===== config.mk =====
export PLATFORM = sky130hd
export DESIGN_NAME = tfc_ctrl
export DESIGN_NICKNAME = d
export VERILOG_FILES = /design/src/sv/tfc_pkg.sv /design/src/sv/tfc_ctrl.sv
export SDC_FILE = /design/constraint.sdc
export NUM_CORES = 1
export LEC_CHECK = 0
export ABC_AREA = 1
export BUFFER_PORTS_ARGS = -buffer_cell sky130_fd_sc_hd__buf_2
export CAP_MARGIN = 20
export CORE_MARGIN = 1
export CORE_UTILIZATION = 45
export DETAILED_ROUTE_END_ITERATION = 8
export PLACE_DENSITY = 0.77
export SLEW_MARGIN = 10
export SYNTH_ARGS = -nofsm -noshare
export SYNTH_HDL_FRONTEND = slang
export SYNTH_SLANG_ARGS = --single-unit

===== constraint.sdc =====
create_clock -name clk -period 3.9 [get_ports clk]
set_input_delay 0.975 -clock clk [delete_from_list [all_inputs] [get_ports clk]]
set_output_delay 0.975 -clock clk [all_outputs]
set_load 0.01 [all_outputs]

===== src/sv/tfc_pkg.sv =====
// shared types, constants and codes of the t1 tissue classifier
package tfc_pkg;

    // histogram defaults
    localparam int BINS_DEF      = 256;
    localparam int BIN_WIDTH_DEF = 20;

    // configuration register layout
    localparam int CFG_W      = 16;
    localparam int PADDR_W    = 5;
    localparam int PDATA_W    = 32;

    localparam logic [2:0] REG_CUTOFF       = 3'd0;
    localparam logic [2:0] REG_WM_LOWER     = 3'd1;
    localparam logic [2:0] REG_WM_UPPER     = 3'd2;
    localparam logic [2:0] REG_WM_GM_CENTER = 3'd3;
    localparam logic [2:0] REG_GM_LOWER     = 3'd4;
    localparam logic [2:0] REG_CSF_LOWER    = 3'd5;
    localparam logic [2:0] REG_GM_UPPER     = 3'd6;
    localparam logic [2:0] REG_CSF_UPPER    = 3'd7;

    localparam logic [CFG_W-1:0] RST_CUTOFF       = 16'd0;
    localparam logic [CFG_W-1:0] RST_WM_LOWER     = 16'd200;
    localparam logic [CFG_W-1:0] RST_WM_UPPER     = 16'd1300;
    localparam logic [CFG_W-1:0] RST_WM_GM_CENTER = 16'd1350;
    localparam logic [CFG_W-1:0] RST_GM_LOWER     = 16'd1400;
    localparam logic [CFG_W-1:0] RST_CSF_LOWER    = 16'd1900;
    localparam logic [CFG_W-1:0] RST_GM_UPPER     = 16'd2200;
    localparam logic [CFG_W-1:0] RST_CSF_UPPER    = 16'd5000;

    // serial divider widths
    localparam int DIV_NUM_W = 37;
    localparam int DIV_DEN_W = 19;

    // fixed point
    localparam int PROB_W    = 17;
    localparam int EXP_TERMS = 12;

    typedef struct packed {
        logic [CFG_W-1:0] cutoff;
        logic [CFG_W-1:0] wm_lower;
        logic [CFG_W-1:0] wm_upper;
        logic [CFG_W-1:0] wm_gm_center;
        logic [CFG_W-1:0] gm_lower;
        logic [CFG_W-1:0] csf_lower;
        logic [CFG_W-1:0] gm_upper;
        logic [CFG_W-1:0] csf_upper;
    } cfg_t;

    typedef enum logic [2:0] {
        BAND_NONE,
        BAND_WM,
        BAND_WG,
        BAND_GM,
        BAND_GC,
        BAND_CSF
    } band_t;

    typedef enum logic [1:0] {
        DIV_IDLE,
        DIV_A,
        DIV_TERM,
        DIV_P
    } div_sel_t;

    typedef enum logic [4:0] {
        S_CLEAR,
        S_IDLE,
        S_DISPATCH,
        S_RD_CAP,
        S_BIN_CHK,
        S_HIST_WR,
        S_BAND,
        S_A_WAIT,
        S_MUL,
        S_TDIV,
        S_TWAIT,
        S_VLOAD,
        S_SQ,
        S_P,
        S_P_WAIT,
        S_FINISH
    } state_t;

    typedef struct packed {
        logic     latch_in;
        logic     clr_step;
        logic     rd_req;
        logic     rd_cap;
        logic     div_start;
        div_sel_t div_sel;
        logic     set_oor;
        logic     hist_rd;
        logic     hist_wr;
        logic     band_set;
        logic     a_load;
        logic     term_mul;
        logic     term_load;
        logic     v_load;
        logic     sq_step;
        logic     p_load;
        logic     out_load;
    } ctrl_cmd_t;

    typedef struct packed {
        logic  mode;
        logic  below_cut;
        logic  t_zero;
        logic  bin_oor;
        band_t band;
        logic  div_done;
        logic  n_last;
        logic  k_last;
        logic  clr_last;
    } ctrl_stat_t;

endpackage


===== src/sv/tfc_ctrl.sv =====
// controller state machine sequencing one transaction at a time
module tfc_ctrl (
    input  logic                  clk,
    input  logic                  rst_n,
    input  logic                  in_valid,
    output logic                  in_ready,
    output logic                  out_valid,
    input  logic                  out_ready,
    input  tfc_pkg::ctrl_stat_t   stat,
    output tfc_pkg::ctrl_cmd_t    cmd
);
    import tfc_pkg::*;

    state_t state_reg, state_next;
    logic   out_valid_reg, out_valid_next;

    // state and output valid registers
    always_ff @(posedge clk or negedge rst_n)
    begin
        if (!rst_n)
        begin
            state_reg     <= S_CLEAR;
            out_valid_reg <= 1'b0;
        end
        else
        begin
            state_reg     <= state_next;
            out_valid_reg <= out_valid_next;
        end
    end

    // next state and commands
    always_comb
    begin
        state_next = state_reg;
        cmd        = '0;
        cmd.div_sel = DIV_IDLE;
        in_ready   = 1'b0;
        case (state_reg)
            S_CLEAR:
            begin
                cmd.clr_step = 1'b1;
                if (stat.clr_last)
                begin
                    state_next = S_IDLE;
                end
            end
            S_IDLE:
            begin
                in_ready = 1'b1;
                if (in_valid)
                begin
                    cmd.latch_in = 1'b1;
                    state_next   = S_DISPATCH;
                end
            end
            S_DISPATCH:
            begin
                if (stat.mode)
                begin
                    cmd.rd_req = 1'b1;
                    state_next = S_RD_CAP;
                end
                else if (stat.below_cut)
                begin
                    state_next = S_FINISH;
                end
                else if (stat.t_zero)
                begin
                    state_next = S_BAND;
                end
                else
                begin
                    state_next = S_BIN_CHK;
                end
            end
            S_RD_CAP:
            begin
                cmd.rd_cap = 1'b1;
                state_next = S_FINISH;
            end
            S_BIN_CHK:
            begin
                if (stat.bin_oor)
                begin
                    cmd.set_oor = 1'b1;
                    state_next  = S_BAND;
                end
                else
                begin
                    cmd.hist_rd = 1'b1;
                    state_next  = S_HIST_WR;
                end
            end
            S_HIST_WR:
            begin
                cmd.hist_wr = 1'b1;
                state_next  = S_BAND;
            end
            S_BAND:
            begin
                cmd.band_set = 1'b1;
                if (stat.band == BAND_WG || stat.band == BAND_GC)
                begin
                    cmd.div_start = 1'b1;
                    cmd.div_sel   = DIV_A;
                    state_next    = S_A_WAIT;
                end
                else
                begin
                    state_next = S_FINISH;
                end
            end
            S_A_WAIT:
            begin
                cmd.div_sel = DIV_A;
                if (stat.div_done)
                begin
                    cmd.a_load = 1'b1;
                    state_next = S_MUL;
                end
            end
            S_MUL:
            begin
                cmd.term_mul = 1'b1;
                state_next   = S_TDIV;
            end
            S_TDIV:
            begin
                cmd.div_start = 1'b1;
                cmd.div_sel   = DIV_TERM;
                state_next    = S_TWAIT;
            end
            S_TWAIT:
            begin
                cmd.div_sel = DIV_TERM;
                if (stat.div_done)
                begin
                    cmd.term_load = 1'b1;
                    state_next    = stat.n_last ? S_VLOAD : S_MUL;
                end
            end
            S_VLOAD:
            begin
                cmd.v_load = 1'b1;
                state_next = S_SQ;
            end
            S_SQ:
            begin
                cmd.sq_step = 1'b1;
                if (stat.k_last)
                begin
                    state_next = S_P;
                end
            end
            S_P:
            begin
                cmd.div_start = 1'b1;
                cmd.div_sel   = DIV_P;
                state_next    = S_P_WAIT;
            end
            S_P_WAIT:
            begin
                cmd.div_sel = DIV_P;
                if (stat.div_done)
                begin
                    cmd.p_load = 1'b1;
                    state_next = S_FINISH;
                end
            end
            S_FINISH:
            begin
                if (!out_valid_reg || out_ready)
                begin
                    cmd.out_load = 1'b1;
                    state_next   = S_IDLE;
                end
            end
            default:
            begin
                state_next = S_IDLE;
            end
        endcase
    end

    // output register valid
    always_comb
    begin
        if (cmd.out_load)
        begin
            out_valid_next = 1'b1;
        end
        else if (out_ready)
        begin
            out_valid_next = 1'b0;
        end
        else
        begin
            out_valid_next = out_valid_reg;
        end
    end

    assign out_valid = out_valid_reg;

endmodule


==> results.py, run 1 <==
metrics = {
    "floorplanning": {
        "fp.dieArea_um2": 1733,
        "dieWidth_um": 41.64,
        "row_count": 13,
        "io_pins": 35,
        "fp.dieH_um": 41.64,
        "core_area_um2": 1383,
        "start_util_pct": 51.13,
    },
    "setup_path": {
        "required_ns": 2.92,
        "rr_worst_depth": 9,
        "crit_cells": 6,
        "crit_end": "cmd[13]",
        "worstReg2RegEnd": "state_reg[2]$_DFFE_PN0P_",
        "crit_buf_inv": 2,
        "critical_path_arrival_ns": 1.55,
        "rrSetupSlack_ns": 2.43,
        "cp_cell_sequence": "inv_2 > nand2_2 > nor2_1 > nand4_1 > o21ai_0 > buf_2",
        "cp_slowest_cell": "dfrtp_1",
        "slowest_delay_ns": 0.49,
        "start_kind": "flip-flop",
        "critPathKind": "flip-flop to primary output",
        "endpoint_kind": "primary output",
        "critical-path-top-delay-family": "flip-flops",
        "critPathMaxFanout": 7,
        "worstSetupStartpoint": "state_reg[3]$_DFFE_PN0P_",
        "rr_startpoint": "state_reg[1]$_DFFE_PN0P_",
    },
    "drt": {
        "drt_iter0_drc": 10,
        "viasPerCell": 5.011,
        "dr.pass1.iters": 4,
        "ant_nets": 0,
        "drc": 0,
        "wl_per_cell_um": 10.26,
        "via_count": 907,
        "finalWirelength_um": 1857,
    },
    "power": {
        "vdd_drop_max_v": 0.0004778,
        "p_leak_nw": 0.6051,
        "p_per_area_nw_per_um2": 762.5,
    },
    "global_route": {
        "grt_pass1_vias": 822,
        "track_usage_pct": 24.37,
        "grt_overflow": 0,
        "antenna_found_initial": 0,
        "grt_first_pass_wirelength_um": 3346,
        "grt_max_degree": 9,
    },
    "placement": {
        "port_buffers": 34,
        "hpwl_um": 1527,
        "place_inst": 177,
        "globalplace.congestion": 0.8518,
        "placed_area_um2": 877.1,
    },
    "timing": {
        "period_share_pct": 64.81,
        "min_period_ns": 2.528,
        "finalSetupTns_ns": 0,
        "rsz0062_at_grt": "no",
        "finClkSkew_ns": 0.008535,
        "slew_viol_final": 0,
        "worst_pin_slew_ns": 0.4031,
        "finalHoldViolCount": 0,
        "slew_headroom_pct": 73.09,
        "max_freq_mhz": 395.6,
        "setup_violations": 0,
    },
    "clock_tree": {
        "cts_inserted_buffers": 3,
        "h-tree-depth": 1,
        "cts_tree": "built",
        "clock-sinks": 5,
        "ctsLongestPathBuffers": 2,
        "post_cts_buffers": 0,
        "clk_latency_ns": 0.25,
        "cts_root_buf": "clkbuf_4",
        "clk_pin_slew_ns": 0.05,
        "cts_resized": 0,
        "cts_hold_buf": 0,
    },
    "final_layout": {
        "fillers": 134,
        "drive_gt1_share_pct": 39.16,
        "num_antenna_cells": 0,
        "final_util_pct": 65.34,
        "final_nets": 182,
        "instances_no_fill": 181,
        "final_area_um2": 903.4,
        "largest_register_ffs": 4,
        "area_growth_pct": 27.79,
    },
    "yosys": {
        "yosysSeqAreaShare_pct": 17.70,
        "synth.area.top_cells": "nand2_1, dfrtp_1, nand2_2",
        "synth_seq_cells": 5,
        "synth.cell_area_um2": 706.9,
        "synth_most_common_cell": "nand2_1",
        "avgSynthCellArea_um2": 5.438,
        "synth_top_area_share_pct": 20.71,
        "synthFlopType": "dfrtp_1",
        "syn_nets": 145,
        "ys_async_sr_fraction_pct": 100.0,
        "synth_common_cells": "nand2_1, inv_1, nor2_1, nand2_2, nand3_1",
        "synth.largest_area_cell": "nand2_1",
        "ys_warn_count": 0,
        "synthCells": 130,
        "ys_types": 20,
        "synth_edf_count": 0,
    },
    "min_path": {
        "worstHoldPathType": "input port to asynchronous set/reset pin",
    },
    "run": {
        "max_cap_violations": 0,
    },
    "outcome": {
        "outcome": "completed",
    },
}
==> logic make-up after synthesis <==
family	after synthesis	share of synthesized area (%)
buf+inv	27	15.93
flops	5	17.70
simple gates	94	62.83
compound gates	4	3.541
==> final cells by class <==
cell class / instances / area (um^2) / share of cell area, %
inverter: 25 / 93.84 / 10.39
timing repair buffer: 34 / 170.2 / 18.84
clock buffer: 4 / 26.28 / 2.909
sequential: 5 / 125.1 / 13.85
tap: 15 / 18.77 / 2.078
multi-input combinational: 98 / 469.2 / 51.94
==> where the power goes <==
group	internal [mW]	switching [mW]
registers	0.0788	0.0572
logic	0.170	0.322
clock network	0.0387	0.0222
total	0.287	0.402
==> through the flow <==
stage,power (mW),hold slack (ns),worst slack [ns]
6_report,0.6888,0.5266,1.372
5_1_grt,0.7732,0.5292,1.247
4_1_cts,0.6923,0.5247,1.399
3_5_place_dp,0.6270,0.5515,1.403
3_3_place_gp,0.6157,0.5431,1.434
2_1_floorplan,0.4999,0.5700,1.580
==> worst register-to-register path, cell delays in order, from the launching register on <==
cell and delay (ns):
dfrtp_1 0.51, inv_1 0.12, nand2_1 0.16, nand2_1 0.07, nand2_1 0.09, nand2_1 0.08, nor2_1 0.14, nand2_1 0.08
nand2_1 0.06, nand2_1 0.04
==> metal layers <==
layer	track usage, %	wire length, um	up-vias	share of wire [%]
met5	0	0	-	0
met4	4.516	8	0	0.43
met3	6.087	112	2	6.0
met2	37.81	848	34	46
li1	-	-	470	-
met1	34.42	887	401	48
==> layout by cell type, fill, tap and decap left out <==
master and n:
o22ai_1 1, o21ai_2 1, nor2_1 17, buf_2 34
nand2_1 39, clkbuf_4 3, clkinv_1 1, inv_2 6
nand4_1 1, nand3_2 1, inv_1 18, nand3_1 10
nand3b_1 1, o21ai_0 2, nor2_4 1, clkbuf_1 1
nor2_2 7, dfrtp_1 5, nand3b_2 1, nor3_1 5
nand2_2 11
==> worst min path at each step <==
stage                              from                        to  slack [ns]  depth (start not counted)
2_1_floorplan  state_reg[1]$_DFFE_PN0P_  state_reg[1]$_DFFE_PN0P_        0.57                          3
3_3_place_gp      out_valid$_DFFE_PN0P_     out_valid$_DFFE_PN0P_        0.54                          2
3_5_place_dp      out_valid$_DFFE_PN0P_     out_valid$_DFFE_PN0P_        0.55                          2
4_1_cts                           rst_n     out_valid$_DFFE_PN0P_        0.52                          1
5_1_grt                           rst_n  state_reg[0]$_DFFE_PN0P_        0.53                          1
6_report                          rst_n     out_valid$_DFFE_PN0P_        0.53                          1
Note: power is estimated with default switching activity, not from simulation.
==> run 2, diff against run 1 <==
clock period = 2.55 ns   (was 3.9 ns; I/O delays follow)
==> results.py, run 2 (synthesis gave the netlist of run 1 again) <==
metrics = {
    "timing": {
        "finalHoldViolCount": 0,
        "worst_pin_slew_ns": 0.3702,
        "slew_viol_final": 0,
        "max_freq_mhz": 469.5,
        "hold_slack_ns": 0.1816,
        "rsz0062_at_grt": "no",
        "min_period_ns": 2.130,
        "finClkSkew_ns": 0.01165,
        "slew_headroom_pct": 75.29,
        "finalSetupTns_ns": 0,
        "setup_violations": 0,
        "period_share_pct": 83.53,
    },
    "floorplanning": {
        "io_pins": 35,
        "fp.dieArea_um2": 1733,
        "dieWidth_um": 41.64,
        "fp.dieH_um": 41.64,
        "row_count": 13,
        "start_util_pct": 51.13,
        "core_area_um2": 1383,
    },
    "final_layout": {
        "final_nets": 182,
        "area_growth_pct": 27.79,
        "final_common_cell": "nand2_1",
        "drive_gt1_share_pct": 39.16,
        "largest_register_ffs": 4,
        "final_cell_mix": "nand2_1, buf_2, inv_1",
        "fillers": 147,
        "num_antenna_cells": 0,
    },
    "setup_path": {
        "start_kind": "flip-flop",
        "critPathMaxFanout": 7,
        "cp_slowest_cell": "dfrtp_1",
        "critical_path_arrival_ns": 1.49,
        "endpoint_kind": "primary output",
        "required_ns": 1.91,
        "cp_cell_sequence": "inv_2 > nand2_2 > nor2_1 > nand4_1 > o21ai_0 > buf_2",
        "critPathKind": "flip-flop to primary output",
        "slowest_delay_ns": 0.49,
    },
    "global_route": {
        "grt_pass1_vias": 777,
        "grt_max_degree": 9,
        "use_met3_pct": 5.652,
        "grt_busiest_layer": "met2",
        "grt_use_met1_pct": 32.97,
        "grt_overflow": 0,
        "grt_first_pass_wirelength_um": 3201,
        "globalRouteMet2Util_pct": 36.25,
        "antenna_found_initial": 0,
        "track_usage_pct": 23.53,
    },
    "power": {
        "power_mw": 1.061,
        "vdd_drop_max_v": 0.0005198,
        "p_per_area_nw_per_um2": 1174,
        "p_leak_nw": 0.6051,
    },
    "clock_tree": {
        "ctsLongestPathBuffers": 2,
        "h-tree-depth": 1,
        "cts_root_buf": "clkbuf_4",
        "cts_resized": 0,
        "clk_latency_ns": 0.26,
        "cts_hold_buf": 0,
        "cts_inserted_buffers": 3,
        "clock-sinks": 5,
        "cts_tree": "built",
        "post_cts_buffers": 0,
        "clk_pin_slew_ns": 0.05,
    },
    "drt": {
        "via_count": 899,
        "drt_iter0_drc": 29,
        "wl_per_cell_um": 10.72,
        "viasPerCell": 4.967,
        "drc": 0,
        "ant_nets": 0,
        "dr.pass1.iters": 4,
        "finalWirelength_um": 1941,
    },
    "run": {
        "max_cap_violations": 0,
    },
    "placement": {
        "globalplace.congestion": 0.8935,
        "hpwl_um": 1515,
        "port_buffers": 34,
    },
    "min_path": {
        "worstHoldPathType": "input port to asynchronous set/reset pin",
    },
    "outcome": {
        "outcome": "completed",
    },
}
## run 2: cell counts in the layout (fill, tap and decap cells not counted)
Identical to the previous run, type by type.
## run 2: critical path, delay by kind of cell (launching register included)
family / cells / cell delay [ns]
buf+inv: 2 / 0.31
simple gates: 3 / 0.36
compound gates: 1 / 0.08
flops: 1 / 0.49
## run 2: cell type report
cell class                 instances  area [um^2]  area share [%]
tap                               15        18.77           2.078
multi-input combinational         98        469.2           51.94
timing repair buffer              34        170.2           18.84
inverter                          25        93.84           10.39
clock buffer                       4        26.28           2.909
sequential                         5        125.1           13.85
## run 2: report_power, final
| group | leakage, nW | internal, mW | total [mW] | switching, mW |
|---|---|---|---|---|
| combinational | 0.528 | 0.259 | 0.756 | 0.497 |
| sequential | 0.0624 | 0.120 | 0.208 | 0.0871 |
| clock | 0.0150 | 0.0594 | 0.0967 | 0.0372 |
## run 2: final timing paths
| check | startpoint | end | slack [ns] | depth (start not counted) |
|---|---|---|---|---|
| setup / recovery | state_reg[3]$_DFFE_PN0P_ | cmd[13] | 0.42 | 6 |
| hold / removal | rst_n | out_valid$_DFFE_PN0P_ | 0.18 | 1 |
| setup reg to reg | state_reg[1]$_DFFE_PN0P_ | state_reg[3]$_DFFE_PN0P_ | 1.09 | 9 |
| hold reg to reg | out_valid$_DFFE_PN0P_ | out_valid$_DFFE_PN0P_ | 0.57 | 2 |
| max in group asynchronous | rst_n | state_reg[0]$_DFFE_PN0P_ | 2.23 | 1 |
| min in group clk | out_valid$_DFFE_PN0P_ | out_valid$_DFFE_PN0P_ | 0.57 | 2 |
## run 2: layer usage
metal	vias up	wire [um]
met1	398	890
met4	0	21
met5	-	0
li1	466	-
met3	5	138
met2	30	891
## run 2: stage by stage
step           util [%]  instances  setup WS [ns]  area [um^2]
2_1_floorplan         -        130         0.7221        706.9
3_3_place_gp      63.44        177         0.7558        877.1
3_5_place_dp      63.44        177         0.6888        877.1
4_1_cts           65.34        181         0.4091        903.4
5_1_grt           65.34        181         0.2789        903.4
6_report          65.34        181         0.4199        903.4
==> run 3, diff against run 2 <==
clock period = 2.1 ns   (was 2.55 ns; I/O delays follow)
==> results.py, run 3 (synthesis gave the netlist of run 1 again) <==
metrics = {
    "final_layout": {
        "multi_input_area_um2": 471.7,
        "instances_no_fill": 183,
        "num_antenna_cells": 0,
        "drive_gt1_share_pct": 41.07,
        "largest_register_ffs": 4,
        "final_nets": 184,
        "area_growth_pct": 30.44,
        "final_cell_mix": "nand2_1, buf_2, inv_1",
        "final_common_cell": "nand2_1",
        "register_area_um2": 126.4,
        "fillers": 129,
    },
    "setup_path": {
        "critical_path_arrival_ns": 1.43,
        "critPathMaxFanout": 8,
        "worstReg2RegEnd": "state_reg[1]$_DFFE_PN0P_",
        "critPathKind": "flip-flop to primary output",
        "rr_startpoint": "state_reg[1]$_DFFE_PN0P_",
        "rr_worst_depth": 10,
        "rrSetupSlack_ns": 0.64,
        "start_kind": "flip-flop",
        "required_ns": 1.57,
        "endpoint_kind": "primary output",
    },
    "clock_tree": {
        "clk_latency_ns": 0.24,
        "cts_tree": "built",
        "cts_inserted_buffers": 3,
        "cts_hold_buf": 0,
        "h-tree-depth": 1,
        "clk_pin_slew_ns": 0.05,
        "ctsLongestPathBuffers": 2,
        "cts_root_buf": "clkbuf_4",
        "clock-sinks": 5,
    },
    "timing": {
        "finalSetupTns_ns": 0,
        "setup_violations": 0,
        "period_share_pct": 93.30,
        "slew_viol_final": 0,
        "rsz0062_at_grt": "no",
        "finClkSkew_ns": 0.006071,
        "finalHoldViolCount": 0,
        "hold_slack_ns": 0.08848,
        "max_freq_mhz": 510.4,
        "worst_pin_slew_ns": 0.3726,
        "min_period_ns": 1.959,
        "slew_headroom_pct": 75.13,
    },
    "power": {
        "power_frac_comb_pct": 72.6,
        "p_leak_nw": 0.6138,
        "p_clk_share_pct": 8.4,
        "sw_frac_of_total_pct": 57.39,
        "p_seq_share_pct": 19.0,
        "p_per_area_nw_per_um2": 1423,
        "netSwitchingPower_mw": 0.7533,
        "p_int_mw": 0.5592,
        "vdd_drop_max_v": 0.0007420,
    },
    "min_path": {
        "worstHoldPathType": "input port to asynchronous set/reset pin",
    },
    "global_route": {
        "track_usage_pct": 23.15,
        "grt_overflow": 0,
        "grt_max_degree": 9,
        "grt_first_pass_wirelength_um": 3256,
        "antenna_found_initial": 0,
        "grt_pass1_vias": 775,
    },
    "drt": {
        "wl_per_cell_um": 10.38,
        "ant_nets": 0,
        "dr.max_layer_used": "met4",
        "m1WireLength_um": 911,
        "via_count": 902,
        "wl_met2_um": 869,
        "drc": 0,
        "viasPerCell": 4.929,
        "dr.pass1.iters": 5,
        "drt_iter0_drc": 37,
        "met3WireLength_um": 110,
        "finalWirelength_um": 1899,
    },
    "floorplanning": {
        "dieWidth_um": 41.64,
        "start_util_pct": 51.13,
        "row_count": 13,
        "core_area_um2": 1383,
        "io_pins": 35,
        "fp.dieH_um": 41.64,
        "fp.dieArea_um2": 1733,
    },
    "placement": {
        "globalplace.congestion": 0.8538,
        "port_buffers": 34,
        "place_inst": 178,
        "hpwl_um": 1599,
    },
    "run": {
        "max_cap_violations": 0,
    },
    "outcome": {
        "outcome": "completed",
    },
}
==> run 3: cell count changes in the layout (fill, tap and decap cells not counted) <==
cell / previous run / this run
dfrtp_2: 0 / 1
nor2_1: 17 / 16
dfrtp_1: 5 / 4
buf_4: 0 / 2
nor2_2: 7 / 8
==> run 3: power groups by stage <==
stage	logic [mW]	clock network [mW]	registers [mW]
final	0.953	0.110	0.249
after global routing	1.08	0.122	0.253
after CTS	0.934	0.111	0.246
after detailed placement	0.932	0	0.247
after global placement	0.912	0	0.243
after floorplan	0.710	0	0.219
==> run 3: area by class of cell <==
cell class,instances,share of cell area [%]
timing repair buffer,36,20.08
sequential,5,13.70
multi-input combinational,98,51.15
tap,15,2.035
clock buffer,4,2.849
inverter,25,10.18
==> run 3: how the worst max path moves through the flow <==
stage                                  start  slack (ns)       to
floorplan           state_reg[3]$_DFFE_PN0P_        0.38  cmd[13]
global placement    state_reg[3]$_DFFE_PN0P_        0.41  cmd[13]
detailed placement  state_reg[3]$_DFFE_PN0P_        0.37  cmd[13]
CTS                 state_reg[3]$_DFFE_PN0P_        0.11  cmd[13]
global route        state_reg[3]$_DFFE_PN0P_        0.01  cmd[13]
finish              state_reg[1]$_DFFE_PN0P_        0.14   cmd[9]
==> run 3: what timing repair did <==
item | 4_1_cts | 5_1_grt
gates resized for setup | 0 | 2
setup buffers | 0 | 1
setup endpoints to repair | 0 | 2
==> run 3: routing by layer <==
metal  up-vias  track usage, %
met3         2           2.174
met5         -               0
met1       391           33.96
li1        474               -
met2        35           36.88
met4         0           4.516
==> run 3: critical path: stages (launching register included) <==
cell and delay [ns]:
dfrtp_1 0.47, nor2_2 0.37, nand2_1 0.12, nor2_2 0.11
buf_2 0.14
==> run 3: per-stage QoR <==
| stage | utilization, % | power (mW) | cell area [um^2] | worst slack (ns) |
|---|---|---|---|---|
| global placement | 63.98 | 1.155 | 884.6 | 0.4065 |
| global route | 66.70 | 1.451 | 922.1 | 0.01353 |
| floorplan | - | 0.9284 | 706.9 | 0.3846 |
| finish | 66.70 | 1.312 | 922.1 | 0.1407 |
| detailed placement | 63.98 | 1.179 | 884.6 | 0.3735 |
| CTS | 65.88 | 1.291 | 910.9 | 0.1084 |
