## config.mk

```make
export PLATFORM = sky130hd
export DESIGN_NAME = tfc_regs
export DESIGN_NICKNAME = d
export VERILOG_FILES = /design/src/sv/tfc_pkg.sv /design/src/sv/tfc_regs.sv
export SDC_FILE = /design/constraint.sdc
export NUM_CORES = 1
export LEC_CHECK = 0
export BUFFER_PORTS_ARGS = -buffer_cell sky130_fd_sc_hd__buf_2
export CORE_MARGIN = 1
export CORE_UTILIZATION = 35
export DETAILED_ROUTE_END_ITERATION = 8
export PLACE_DENSITY_LB_ADDON = 0.12
export SYNTH_ARGS = -nofsm -noshare
export SYNTH_HDL_FRONTEND = slang
export SYNTH_SLANG_ARGS = --single-unit
```

## constraint.sdc

```tcl
create_clock -name clk -period 2.45 [get_ports clk]
set_clock_uncertainty 0.15 [all_clocks]
set_input_delay 0 -clock clk [delete_from_list [all_inputs] [get_ports clk]]
set_output_delay 0 -clock clk [all_outputs]
set_load 0.05 [all_outputs]
```

## src/sv/tfc_pkg.sv

```systemverilog
// shared types, constants and codes of the t1 tissue classifier
package tfc_pkg;

    // histogram defaults
    localparam int BINS_DEF      = 256;
    localparam int BIN_WIDTH_DEF = 20;

    // configuration register layout
    localparam int CFG_W      = 16;
    localparam int PADDR_W    = 5;
    localparam int PDATA_W    = 32;

    localparam logic [2:0] REG_CUTOFF       = 3'd0;
    localparam logic [2:0] REG_WM_LOWER     = 3'd1;
    localparam logic [2:0] REG_WM_UPPER     = 3'd2;
    localparam logic [2:0] REG_WM_GM_CENTER = 3'd3;
    localparam logic [2:0] REG_GM_LOWER     = 3'd4;
    localparam logic [2:0] REG_CSF_LOWER    = 3'd5;
    localparam logic [2:0] REG_GM_UPPER     = 3'd6;
    localparam logic [2:0] REG_CSF_UPPER    = 3'd7;

    localparam logic [CFG_W-1:0] RST_CUTOFF       = 16'd0;
    localparam logic [CFG_W-1:0] RST_WM_LOWER     = 16'd200;
    localparam logic [CFG_W-1:0] RST_WM_UPPER     = 16'd1300;
    localparam logic [CFG_W-1:0] RST_WM_GM_CENTER = 16'd1350;
    localparam logic [CFG_W-1:0] RST_GM_LOWER     = 16'd1400;
    localparam logic [CFG_W-1:0] RST_CSF_LOWER    = 16'd1900;
    localparam logic [CFG_W-1:0] RST_GM_UPPER     = 16'd2200;
    localparam logic [CFG_W-1:0] RST_CSF_UPPER    = 16'd5000;

    // serial divider widths
    localparam int DIV_NUM_W = 37;
    localparam int DIV_DEN_W = 19;

    // fixed point
    localparam int PROB_W    = 17;
    localparam int EXP_TERMS = 12;

    typedef struct packed {
        logic [CFG_W-1:0] cutoff;
        logic [CFG_W-1:0] wm_lower;
        logic [CFG_W-1:0] wm_upper;
        logic [CFG_W-1:0] wm_gm_center;
        logic [CFG_W-1:0] gm_lower;
        logic [CFG_W-1:0] csf_lower;
        logic [CFG_W-1:0] gm_upper;
        logic [CFG_W-1:0] csf_upper;
    } cfg_t;

    typedef enum logic [2:0] {
        BAND_NONE,
        BAND_WM,
        BAND_WG,
        BAND_GM,
        BAND_GC,
        BAND_CSF
    } band_t;

    typedef enum logic [1:0] {
        DIV_IDLE,
        DIV_A,
        DIV_TERM,
        DIV_P
    } div_sel_t;

    typedef enum logic [4:0] {
        S_CLEAR,
        S_IDLE,
        S_DISPATCH,
        S_RD_CAP,
        S_BIN_CHK,
        S_HIST_WR,
        S_BAND,
        S_A_WAIT,
        S_MUL,
        S_TDIV,
        S_TWAIT,
        S_VLOAD,
        S_SQ,
        S_P,
        S_P_WAIT,
        S_FINISH
    } state_t;

    typedef struct packed {
        logic     latch_in;
        logic     clr_step;
        logic     rd_req;
        logic     rd_cap;
        logic     div_start;
        div_sel_t div_sel;
        logic     set_oor;
        logic     hist_rd;
        logic     hist_wr;
        logic     band_set;
        logic     a_load;
        logic     term_mul;
        logic     term_load;
        logic     v_load;
        logic     sq_step;
        logic     p_load;
        logic     out_load;
    } ctrl_cmd_t;

    typedef struct packed {
        logic  mode;
        logic  below_cut;
        logic  t_zero;
        logic  bin_oor;
        band_t band;
        logic  div_done;
        logic  n_last;
        logic  k_last;
        logic  clr_last;
    } ctrl_stat_t;

endpackage

```

## src/sv/tfc_regs.sv

```systemverilog
// apb configuration registers of the classifier
module tfc_regs (
    input  logic                          clk,
    input  logic                          rst_n,
    input  logic                          psel,
    input  logic                          penable,
    input  logic                          pwrite,
    input  logic [tfc_pkg::PADDR_W-1:0]   paddr,
    input  logic [tfc_pkg::PDATA_W-1:0]   pwdata,
    output logic [tfc_pkg::PDATA_W-1:0]   prdata,
    output logic                          pready,
    output tfc_pkg::cfg_t                 cfg
);
    import tfc_pkg::*;

    cfg_t       cfg_reg;
    logic [2:0] idx;
    logic       wr_en;
    logic [CFG_W-1:0] rd_val;

    assign idx    = paddr[PADDR_W-1:2];
    assign wr_en  = psel && penable && pwrite;
    assign pready = 1'b1;
    assign cfg    = cfg_reg;

    // register write on the access cycle
    always_ff @(posedge clk or negedge rst_n)
    begin
        if (!rst_n)
        begin
            cfg_reg.cutoff       <= RST_CUTOFF;
            cfg_reg.wm_lower     <= RST_WM_LOWER;
            cfg_reg.wm_upper     <= RST_WM_UPPER;
            cfg_reg.wm_gm_center <= RST_WM_GM_CENTER;
            cfg_reg.gm_lower     <= RST_GM_LOWER;
            cfg_reg.csf_lower    <= RST_CSF_LOWER;
            cfg_reg.gm_upper     <= RST_GM_UPPER;
            cfg_reg.csf_upper    <= RST_CSF_UPPER;
        end
        else if (wr_en)
        begin
            case (idx)
                REG_CUTOFF:       cfg_reg.cutoff       <= pwdata[CFG_W-1:0];
                REG_WM_LOWER:     cfg_reg.wm_lower     <= pwdata[CFG_W-1:0];
                REG_WM_UPPER:     cfg_reg.wm_upper     <= pwdata[CFG_W-1:0];
                REG_WM_GM_CENTER: cfg_reg.wm_gm_center <= pwdata[CFG_W-1:0];
                REG_GM_LOWER:     cfg_reg.gm_lower     <= pwdata[CFG_W-1:0];
                REG_CSF_LOWER:    cfg_reg.csf_lower    <= pwdata[CFG_W-1:0];
                REG_GM_UPPER:     cfg_reg.gm_upper     <= pwdata[CFG_W-1:0];
                REG_CSF_UPPER:    cfg_reg.csf_upper    <= pwdata[CFG_W-1:0];
                default:          cfg_reg              <= cfg_reg;
            endcase
        end
    end

    // register read
    always_comb
    begin
        case (idx)
            REG_CUTOFF:       rd_val = cfg_reg.cutoff;
            REG_WM_LOWER:     rd_val = cfg_reg.wm_lower;
            REG_WM_UPPER:     rd_val = cfg_reg.wm_upper;
            REG_WM_GM_CENTER: rd_val = cfg_reg.wm_gm_center;
            REG_GM_LOWER:     rd_val = cfg_reg.gm_lower;
            REG_CSF_LOWER:    rd_val = cfg_reg.csf_lower;
            REG_GM_UPPER:     rd_val = cfg_reg.gm_upper;
            REG_CSF_UPPER:    rd_val = cfg_reg.csf_upper;
            default:          rd_val = '0;
        endcase
        prdata = PDATA_W'(rd_val);
    end

endmodule

```

==> impl_summary.txt, run 1 <==
----------------------------------------------------
[Placement]
  Placed instance area ... 0.00720 sq mm
  Placement-stage worst setup slack ... 0.548 ns
  Routability Congestion ... 0.794
  Number of I/O port buffers ... 167
  HPWL Detailed ... 12000 um

[Setup path]
  Required time worst endpoint ... 2.30 ns
  CP max stage cell ... sky130_fd_sc_hd__dfstp_2
  Worst setup path class ... flip-flop to primary output
  Worst path arrival time ... 1.84 ns
  Crit-path cells ... mux2i_1, a211o_1, a31oi_1, buf_2
  Critical path fanouts, max ... 3
  Cell type group with the largest total delay on the critical path ... flip-flops
  Kind of end point of the critical path ... primary output
  Sort of element at the start of the critical path ... flip-flop
  Buf/Inv on CP ... 1
  Largest stage delay on the critical path ... 0.54 ns

[Die]
  Die area ... 0.0179 sq mm
  Vertical die dimension ... 134 um
  Horizontal extent of the die ... 134 um
  Placeable Area ... 0.0168 sq mm
  Initial cell density of the core ... 0.362
  Standard-cell row count ... 47
  Num ports ... 203

[Final layout]
  Final instance area ... 0.00800 sq mm
  Share of post-route cells with drive strength above 1 ... 0.606
  Number of nets in the finished design ... 679
  Ant. Diodes ... 0
  Area Growth Syn to Fin ... 31.9%
  Number of flip-flops in the largest register ... 128
  Fill cell count ... 1564

[Power and ir drop]
  Pwr Density ... 1080 mW/mm^2
  Switching power share of the total ... 0.403
  Power share of the sequential group ... 0.342
  Proportion of power drawn by the clock network ... 0.300
  Overall power consumption ... 0.00863 W
  Share of power burned in combinational logic ... 0.358
  IR drop worst, VDD ... 508 uV
  Total internal power ... 0.00515 W
  Net Sw Power ... 0.00348 W
  Leakage power figure ... 3.97 nW

[Routing]
  Routed vias/inst ... 5.00
  Average wire length per cell after detail routing ... 20.4 um
  Number of nets with antenna violations after routing ... 0
  Number of detailed-route iterations in the first pass ... 4
  DRC viols ... 0
  Via count of the routed design ... 4352
  Initial drt markers ... 158
  Sum of routed wire length over all layers ... 17800 um

[Logic synthesis]
  Total number of yosys warnings ... 0
  Cell types occupying the most area after synthesis ... sky130_fd_sc_hd__dfrtp_1 39%, sky130_fd_sc_hd__mux2_2 22%, sky130_fd_sc_hd__dfstp_2 15%
  Cell area after technology mapping ... 0.00606 sq mm
  Largest area contributor in the netlist ... sky130_fd_sc_hd__dfrtp_1
  Top flip-flop cell by instance count after synthesis ... sky130_fd_sc_hd__dfrtp_1
  Average footprint of a synthesized cell ... 13.9 sq um
  Most numerous cell in the Yosys netlist ... sky130_fd_sc_hd__mux2_2
  Count of distinct cell types in the synthesized netlist ... 31
  Synth top cells by count ... 118 x sky130_fd_sc_hd__mux2_2, 94 x sky130_fd_sc_hd__dfrtp_1, 46 x sky130_fd_sc_hd__mux2i_1
  Count of flip-flops with a built-in enable after synthesis ... 0
  Synth Instances ... 436
  Share of Yosys cell area claimed by the top area cell type ... 0.388
  Register bit total from synthesis ... 128
  Sequential-to-total area share from yosys stat ... 0.535
  Proportion of register bits with asynchronous set or reset after synthesis ... 1.00

[Timing]
  Setup repair after global routing missed its margin ... no
  Ratio of final minimum period to clock period ... 0.812
  Final min period ... 1.99 ns
  Count of endpoints failing hold in the final timing report ... 0
  Final setup fails ... 0
  Max transition margin ... 0.353
  Least-Margin Pin Slew ... 0.967 ns
  Smallest setup slack after layout ... 0.462 ns
  Slew Viols, Final ... 0
  Final setup TNS ... 0 ns
  Achievable frequency ... 0.503 GHz

[GRT]
  Pin count of the biggest net entering global routing ... 65
  Vias in the first global route ... 4539
  First-pass GRT wire length ... 27700 um
  Initial antenna violation count ... 1
  Overflow left after global routing ... 0
  All-Layer GR Usage ... 0.210

[Job]
  Max-cap violations ... 0

[Clock tree]
  Maximum root-to-sink buffer count ... 2
  Resize count post-CTS ... 0
  Clock-pin slew reported for the worst setup and hold paths after clock tree synthesis ... 0.05 ns
  Clock net sink count ... 128
  CTS root buf ... sky130_fd_sc_hd__clkbuf_16
  Post-CTS setup buffers ... 0
  Clock tree from TritonCTS ... built
  Number of CTS-inserted buffers ... 17
  Hold buffer count at cts ... 18
  Clock H-tree levels ... 4
  Clk_lat worst skew ... 0.41 ns

[Status]
  Status ... completed

[Hold path]
  Hold Crit Class ... input port to asynchronous set/reset pin

----------------------------------------------------
==> cells by family (layout without fill, tap and decap cells) <==
logic type,Yosys count,after routing,share of synthesized area
AOI/OAI and AO/OA,50,50,0.0642
buffers and inverters,57,256,0.0512
DFF,128,128,0.535
muxes,174,174,0.320
other,2,17,0.00124
and+or+nand+nor,25,25,0.0285
==> per-layer routing <==
| metal | vias up | share of wire | GRT usage |
|---|---|---|---|
| li1 | 1976 | - | - |
| met1 | 2218 | 0.44 | 0.267 |
| met2 | 132 | 0.50 | 0.346 |
| met3 | 24 | 0.040 | 0.0430 |
| met4 | 2 | 0.019 | 0.0884 |
| met5 | - | 0.00090 | 0 |
==> cell type report <==
cell class,instances,area [sq um],share of cell area
clock inverter,4,70.1,0.00876
tap,220,275,0.0344
inverter,13,48.8,0.00610
sequential,128,3250,0.406
multi-input combinational,266,2570,0.322
timing repair buffer,211,1240,0.155
clock buffer,28,547,0.0684
==> power groups by stage <==
stage / sequential, W / clock, W / combinational, W
after floorplan: 0.00440 / 0 / 0.000911
after global placement: 0.00297 / 0 / 0.00306
after detailed placement: 0.00298 / 0 / 0.00309
after CTS: 0.00295 / 0.00265 / 0.00312
after global routing: 0.00302 / 0.00275 / 0.00322
final: 0.00295 / 0.00259 / 0.00309
==> worst paths after layout <==
path                          from          to  slack [ns]  cells after the start
min in group clk           penable     cfg[36]        0.06                      4
max in group asynchronous    rst_n     cfg[49]        0.73                      3
setup / recovery           cfg[42]  prdata[10]        0.46                      4
setup reg to reg           cfg[79]     cfg[79]        1.50                      1
hold / removal               rst_n     cfg[19]        0.03                      2
hold reg to reg            cfg[89]     cfg[89]        0.38                      1
==> cell usage in the layout, fill, tap and decap left out, drive strengths merged <==
| master | netlist | routed |
|---|---|---|
| a211o | 1 | 1 |
| a211oi | 3 | 3 |
| a21oi | 1 | 1 |
| a221oi | 12 | 12 |
| a22oi | 1 | 1 |
| a31oi | 1 | 1 |
| a32oi | 1 | 1 |
| buf | 35 | 193 |
| bufinv | 0 | 2 |
| clkbuf | 9 | 28 |
| clkinv | 0 | 2 |
| conb | 2 | 17 |
| dfrtp | 94 | 94 |
| dfstp | 34 | 34 |
| dlygate4sd3 | 0 | 18 |
| inv | 13 | 13 |
| mux2 | 128 | 128 |
| mux2i | 46 | 46 |
| nand2 | 2 | 2 |
| nand2b | 4 | 4 |
| nand4 | 1 | 1 |
| nand4b | 1 | 1 |
| nor2 | 10 | 10 |
| nor2b | 1 | 1 |
| nor3 | 1 | 1 |
| nor3b | 3 | 3 |
| o22a | 15 | 15 |
| o22ai | 15 | 15 |
| or3 | 2 | 2 |
==> per-stage QoR <==
step / util / hold WS (ns) / std cells
2_1_floorplan: - / -0.446 / 451
3_3_place_gp: 0.430 / -0.209 / 820
3_5_place_dp: 0.430 / -0.203 / 820
4_1_cts: 0.477 / 0.0167 / 870
5_1_grt: 0.477 / 0.0456 / 870
6_report: 0.477 / 0.0301 / 870
Power figures use the tool's default switching activity.
==> inputs of run 2 (changes only) <==
--- a/config.mk
+++ b/config.mk
@@ -5,6 +5,7 @@
 export SDC_FILE = /design/constraint.sdc
 export NUM_CORES = 1
 export LEC_CHECK = 0
+export ABC_AREA = 1
 export BUFFER_PORTS_ARGS = -buffer_cell sky130_fd_sc_hd__buf_2
 export CORE_MARGIN = 1
 export CORE_UTILIZATION = 35
==> constraint.sdc (replaced) <==
create_clock -name clk -period 2 [get_ports clk]
set_clock_uncertainty 0.15 [all_clocks]
set_input_delay 0 -clock clk [delete_from_list [all_inputs] [get_ports clk]]
set_output_delay 0 -clock clk [all_outputs]
set_load 0.05 [all_outputs]
==> run 2 against run 1 <==
  * Setup slack lost 0.21 ns
  * Synthesized area grew 6.4%
  * Clock power grew 17%
  * Largest power group unchanged
  * Critical path depth grew 1
  * First-iteration DRC count grew 130%
  * Hold slack gained 0.062 ns
  * Combinational power grew 30%
==> impl_summary.txt, run 2 <==
----------------------------------------------------
[Power and ir drop]
  Leakage power figure ... 4.10 nW (+3.1%)
  Pwr Density ... 1320 mW/mm^2 (+22%)
  IR drop worst, VDD ... 795 uV (+56%)
  Overall power consumption ... 0.0107 W (+24%)

[Logic synthesis]
  Cell area after technology mapping ... 0.00645 sq mm (+6.4%)
  Cell types occupying the most area after synthesis ... sky130_fd_sc_hd__dfrtp_1 36%, sky130_fd_sc_hd__dfstp_2 14%, sky130_fd_sc_hd__nand2_1 7.9%
  Largest area contributor in the netlist ... sky130_fd_sc_hd__dfrtp_1
  Top flip-flop cell by instance count after synthesis ... sky130_fd_sc_hd__dfrtp_1
  Sequential-to-total area share from yosys stat ... 0.503 (-0.0320)
  Total number of yosys warnings ... 0 (unchanged)
  Count of distinct cell types in the synthesized netlist ... 27 (-13%)
  Proportion of register bits with asynchronous set or reset after synthesis ... 1.00 (unchanged)
  Register bit total from synthesis ... 128 (unchanged)
  Average footprint of a synthesized cell ... 8.74 sq um (-37%)
  Share of Yosys cell area claimed by the top area cell type ... 0.365 (-0.0232)
  Most numerous cell in the Yosys netlist ... sky130_fd_sc_hd__nand2_1
  Synth top cells by count ... 135 x sky130_fd_sc_hd__nand2_1, 94 x sky130_fd_sc_hd__dfrtp_1, 80 x sky130_fd_sc_hd__nand4_1, 80 x sky130_fd_sc_hd__nor2_1, 51 x sky130_fd_sc_hd__o21ai_1
  Synth Instances ... 738 (+69%)
  Count of flip-flops with a built-in enable after synthesis ... 0 (unchanged)

[Setup path]
  CP max stage cell ... sky130_fd_sc_hd__dfstp_2
  Sort of element at the start of the critical path ... flip-flop
  Critical path fanouts, max ... 3 (unchanged)
  Worst setup path class ... flip-flop to primary output
  Kind of end point of the critical path ... primary output
  Worst reg-to-reg path cell count ... 2 (+1)
  Worst path arrival time ... 1.59 ns (-0.25 ns)
  Crit-path cells ... nand4_1, nand2_1, nor2_1, nand3_1, buf_2
  Required time worst endpoint ... 1.85 ns (-0.45 ns)
  Largest stage delay on the critical path ... 0.56 ns (+0.02 ns)

[Clock tree]
  Clk_lat worst skew ... 0.41 ns (about the same)
  Clock-pin slew reported for the worst setup and hold paths after clock tree synthesis ... 0.06 ns (about the same)
  Clock tree from TritonCTS ... built
  Number of CTS-inserted buffers ... 17 (unchanged)
  CTS root buf ... sky130_fd_sc_hd__clkbuf_16
  Clock H-tree levels ... 4 (unchanged)
  Clock net sink count ... 128 (unchanged)
  Maximum root-to-sink buffer count ... 2 (unchanged)

[GRT]
  Met1 usage in global routing ... 0.274 (+0.00774)
  Initial antenna violation count ... 0 (-1)
  Pin count of the biggest net entering global routing ... 46 (-29%)
  Overflow left after global routing ... 0 (unchanged)
  Met3 usage in global routing ... 0.0603 (+0.0173)
  Met2 GRT Util ... 0.367 (+0.0205)
  Most crowded layer after global routing ... met2
  First-pass GRT wire length ... 30900 um (+11%)
  All-Layer GR Usage ... 0.221 (+0.0114)
  Vias in the first global route ... 5459 (+20%)

[Routing]
  Routed vias/inst ... 4.97 (-0.71%)
  Via count of the routed design ... 5702 (+31%)
  DRC viols ... 0 (unchanged)
  Average wire length per cell after detail routing ... 17.6 um (-14%)
  Initial drt markers ... 370 (+130%)
  Number of detailed-route iterations in the first pass ... 5 (+1)
  Number of nets with antenna violations after routing ... 0 (unchanged)
  Sum of routed wire length over all layers ... 20200 um (+14%)

[Final layout]
  Share of post-route cells with drive strength above 1 ... 0.354 (-0.253)
  Leading cell type in the layout, fill and taps excluded ... sky130_fd_sc_hd__buf_2
  Number of nets in the finished design ... 948 (+40%)
  Final instance area ... 0.00814 sq mm (+1.8%)
  Number of flip-flops in the largest register ... 128 (unchanged)
  Top library cells by usage in the layout, fill and taps aside ... 166 x sky130_fd_sc_hd__buf_2, 135 x sky130_fd_sc_hd__nand2_1, 94 x sky130_fd_sc_hd__dfrtp_1
  Area Growth Syn to Fin ... 26.2%
  Ant. Diodes ... 0 (unchanged)

[Timing]
  Slew Viols, Final ... 0 (unchanged)
  Final setup fails ... 0 (unchanged)
  Achievable frequency ... 0.573 GHz
  Ratio of final minimum period to clock period ... 0.872
  Smallest setup slack after layout ... 0.256 ns (-0.206 ns)
  Setup repair after global routing missed its margin ... no
  Max transition margin ... 0.416 (+0.0622)
  Least-Margin Pin Slew ... 0.874 ns (-0.0929 ns)
  Final setup TNS ... 0 ns (unchanged)
  Final min period ... 1.74 ns
  Count of endpoints failing hold in the final timing report ... 0 (unchanged)
  Worst hold slack across all endpoints ... 0.0926 ns (+0.0624 ns)

[Placement]
  HPWL Detailed ... 14000 um (+17%)
  Placement-stage worst setup slack ... 0.373 ns (-0.175 ns)
  Routability Congestion ... 0.847 (+6.7%)
  Number of I/O port buffers ... 167 (unchanged)
  Placed instance area ... 0.00739 sq mm (+2.6%)

[Die]
  Initial cell density of the core ... 0.358 (-0.00401)
  Horizontal extent of the die ... 138 um (+3.1%)
  Vertical die dimension ... 138 um (+3.1%)
  Placeable Area ... 0.0180 sq mm (+7.5%)
  Die area ... 0.0190 sq mm (+6.3%)
  Num ports ... 203 (unchanged)
  Standard-cell row count ... 49 (+4.3%)

[Hold path]
  Hold Crit Class ... input port to asynchronous set/reset pin

[Job]
  Max-cap violations ... 0 (unchanged)

[Status]
  Status ... completed

----------------------------------------------------
run 2: area by class of cell:
cell class,count,area (sq um)
Inverter,36,140
Sequential cell,128,3250
Tap cell,229,287
Timing Repair Buffer,208,1280
Clock buffer,27,493
Fill cell,1848,9880
Multi-Input combinational cell,515,2620
Clock inverter,5,77.6
run 2: routing by layer:
layer | up-vias | wire [um]
li1 | 2801 | -
met1 | 2696 | 8700
met2 | 183 | 9710
met3 | 22 | 1430
met4 | 0 | 382
met5 | - | 0
run 2: critical path, delay by kind of cell, from the launching register on:
kind,cells,cell delay [ns]
buffers and inverters,1,0.27
AND/OR/NAND/NOR,4,0.36
flip-flops,1,0.56
run 2: final timing paths:
path / startpoint / slack, ns / endpoint
setup reg to reg: cfg[23] / 1.04 / cfg[23]
max in group asynchronous: rst_n / 0.30 / cfg[115]
hold reg to reg: cfg[82] / 0.33 / cfg[82]
hold / removal: rst_n / 0.09 / cfg[27]
min in group clk: paddr[4] / 0.12 / cfg[24]
setup / recovery: cfg[12] / 0.26 / prdata[12]
run 2: report_power, final:
group	leakage [nW]	internal [W]	switching, W
logic	2.28	0.000859	0.00316
clock network	0.276	0.00193	0.00110
registers	1.54	0.00323	0.000440
total	4.10	0.00602	0.00470
run 2: per-stage QoR:
step                std cells   util
finish                   1148  0.452
CTS                      1148  0.452
global route             1148  0.452
floorplan                 753      -
detailed placement       1098  0.410
global placement         1098  0.410
run 2: timing repair:
item,4_1_cts,5_1_grt
hold buffers,18,0
setup buffers,0,0
gates resized for setup,0,0
endpoints found under the hold margin,243,0
run 2: logic make-up after synthesis:
logic type / synth area share
AOI/OAI and AO/OA: 0.118
buffers and inverters: 0.0991
DFF: 0.503
other: 0.00116
and+or+nand+nor: 0.279
==> inputs of run 3 (changes only) <==
--- a/config.mk
+++ b/config.mk
@@ -7,7 +7,7 @@
 export LEC_CHECK = 0
 export ABC_AREA = 1
 export BUFFER_PORTS_ARGS = -buffer_cell sky130_fd_sc_hd__buf_2
-export CORE_MARGIN = 1
+export CORE_MARGIN = 5
 export CORE_UTILIZATION = 35
 export DETAILED_ROUTE_END_ITERATION = 8
 export PLACE_DENSITY_LB_ADDON = 0.12
==> run 3 against run 2 <==
  * Sequential cell count stayed put
  * Hold slack hardly changed
  * Register-to-register slack hardly changed
  * Sequential share of layout area is 0.098 points lower
  * Largest cell class unchanged
  * Largest power group unchanged
  * Die area is 12% higher
  * Setup slack better by 0.0050 ns
  * Power is 3.4% higher
  * Cell count is 0.26% lower
==> impl_summary.txt, run 3 (synthesis gave the netlist of run 2 again) <==
----------------------------------------------------
[Status]
  Status ... completed

[Hold path]
  Hold Crit Class ... input port to asynchronous set/reset pin

[Die]
  Num ports ... 203 (unchanged)
  Initial cell density of the core ... 0.358 (unchanged)
  Vertical die dimension ... 146 um (+5.8%)
  Horizontal extent of the die ... 146 um (+5.8%)
  Die area ... 0.0212 sq mm (+12%)
  Placeable Area ... 0.0180 sq mm (unchanged)
  Standard-cell row count ... 49 (unchanged)

[Placement]
  HPWL Detailed ... 14400 um (+3.0%)
  Routability Congestion ... 0.789 (-6.8%)
  Number of I/O port buffers ... 167 (unchanged)

[Final layout]
  Area Growth Syn to Fin ... 26.6%
  Footprint of the multi-input gates ... 0.00262 sq mm (unchanged)
  Number of nets in the finished design ... 945 (-0.32%)
  Leading cell type in the layout, fill and taps excluded ... sky130_fd_sc_hd__buf_2
  Share of post-route cells with drive strength above 1 ... 0.359 (+0.00553)
  Number of flip-flops in the largest register ... 128 (unchanged)
  Top library cells by usage in the layout, fill and taps aside ... 166 x sky130_fd_sc_hd__buf_2, 135 x sky130_fd_sc_hd__nand2_1, 94 x sky130_fd_sc_hd__dfrtp_1
  Sequential cell area ... 0.00325 sq mm (unchanged)
  Fill cell count ... 1811 (-2.0%)
  Ant. Diodes ... 0 (unchanged)

[Setup path]
  Launching element of the worst setup path ... cfg[37]
  Critical path fanouts, max ... 3 (unchanged)
  Launch point of the worst reg-to-reg path ... cfg[27]
  Cell type group with the largest total delay on the critical path ... flip-flops
  Kind of end point of the critical path ... primary output
  Largest stage delay on the critical path ... 0.55 ns (about the same)
  Worst setup path class ... flip-flop to primary output
  Crit-path cells ... nand4_1, nand2_1, nor2_1, nand3_1, buf_2
  Sort of element at the start of the critical path ... flip-flop
  Required time worst endpoint ... 1.85 ns (about the same)
  R2R Setup Slk ... 1.05 ns (about the same)
  Buf/Inv on CP ... 1 (unchanged)
  Worst path arrival time ... 1.59 ns (about the same)
  CP max stage cell ... sky130_fd_sc_hd__dfstp_2

[Clock tree]
  Clock H-tree levels ... 4 (unchanged)
  Clk_lat worst skew ... 0.42 ns (about the same)
  CTS root buf ... sky130_fd_sc_hd__clkbuf_16
  Hold buffer count at cts ... 17 (-1)
  Clock net sink count ... 128 (unchanged)
  Maximum root-to-sink buffer count ... 2 (unchanged)
  Post-CTS setup buffers ... 0 (unchanged)
  Clock-pin slew reported for the worst setup and hold paths after clock tree synthesis ... 0.06 ns (about the same)
  Resize count post-CTS ... 0 (unchanged)
  Clock tree from TritonCTS ... built
  Number of CTS-inserted buffers ... 17 (unchanged)

[GRT]
  First-pass GRT wire length ... 33400 um (+8.1%)
  All-Layer GR Usage ... 0.199 (-0.0220)
  Pin count of the biggest net entering global routing ... 129 (+180%)
  Initial antenna violation count ... 0 (unchanged)
  Vias in the first global route ... 5693 (+4.3%)
  Overflow left after global routing ... 0 (unchanged)

[Routing]
  Via count of the routed design ... 5646 (-0.98%)
  Number of detailed-route iterations in the first pass ... 5 (unchanged)
  Number of nets with antenna violations after routing ... 0 (unchanged)
  DRC viols ... 0 (unchanged)
  Initial drt markers ... 348 (-5.9%)
  Average wire length per cell after detail routing ... 18.2 um (+3.1%)
  Sum of routed wire length over all layers ... 20800 um (+2.8%)
  Routed vias/inst ... 4.93 (-0.72%)

[Timing]
  Achievable frequency ... 0.575 GHz (+0.29%)
  Setup repair after global routing missed its margin ... no
  Final setup TNS ... 0 ns (unchanged)
  Final min period ... 1.74 ns (-0.00501 ns)
  Slew Viols, Final ... 0 (unchanged)
  Final setup fails ... 0 (unchanged)
  Max transition margin ... 0.532 (+0.116)
  Count of endpoints failing hold in the final timing report ... 0 (unchanged)
  Worst hold slack across all endpoints ... 0.0926 ns (+0.0000544 ns)
  Ratio of final minimum period to clock period ... 0.869 (-0.00251)
  Least-Margin Pin Slew ... 0.702 ns (-0.172 ns)

[Power and ir drop]
  Leakage power figure ... 4.11 nW (+0.36%)
  Overall power consumption ... 0.0111 W (+3.4%)
  IR drop worst, VDD ... 849 uV (+6.9%)
  Pwr Density ... 1360 mW/mm^2 (+3.1%)

[Job]
  Max-cap violations ... 0 (unchanged)

----------------------------------------------------
-- run 3: cell types whose count changed in the layout (fill, tap and decap cells not counted), sizes merged --
| cell | change |
|---|---|
| buf | -2 |
| clkinv | +3 |
| dlygate4sd3 | -1 |
| bufinv | +2 |
| clkbuf | -5 |
-- run 3: tightest hold or removal path: cells and delay by family --
| kind | cells | cell delay (ns) |
|---|---|---|
| buffers and inverters | 3 | 1.14 |
-- run 3: path summary, 6_finish.rpt --
check,endpoint,cells after the start
worst max-delay path,prdata[5],5
worst min-delay path,cfg[18],3
worst max register to register,cfg[27],2
worst min register to register,cfg[102],2
max in group asynchronous,cfg[5],3
min in group clk,cfg[66],5
-- run 3: cell type report --
type / instances / share of cell area
timing repair buffer: 205 / 0.151
tap: 229 / 0.0351
inverter: 36 / 0.0172
clock inverter: 10 / 0.0192
sequential: 128 / 0.398
multi-input combinational: 515 / 0.321
clock buffer: 22 / 0.0593
-- run 3: stage by stage --
| stage | area (sq um) | utilization | setup WS, ns | std cells |
|---|---|---|---|---|
| finish | 8160 | 0.453 | 0.261 | 1145 |
| global route | 8160 | 0.453 | 0.139 | 1145 |
| CTS | 8160 | 0.453 | 0.227 | 1145 |
| detailed placement | 7350 | 0.408 | 0.325 | 1096 |
| global placement | 7350 | 0.408 | 0.314 | 1096 |
| floorplan | 6510 | - | 0.530 | 753 |
-- run 3: where the power goes --
part,switching [W],internal (W),leakage [nW],total [W]
Clock,0.00117,0.00221,0.316,0.00338
Sequential,0.000433,0.00323,1.54,0.00367
Combinational,0.00319,0.000852,2.26,0.00404
Total,0.00479,0.00630,4.11,0.0111
-- run 3: metal layers --
| layer | track usage | routed length, um |
|---|---|---|
| met1 | 0.255 | 8930 |
| met2 | 0.326 | 9870 |
| met3 | 0.0688 | 1810 |
| met4 | 0.0452 | 189 |
| met5 | 0 | 0 |
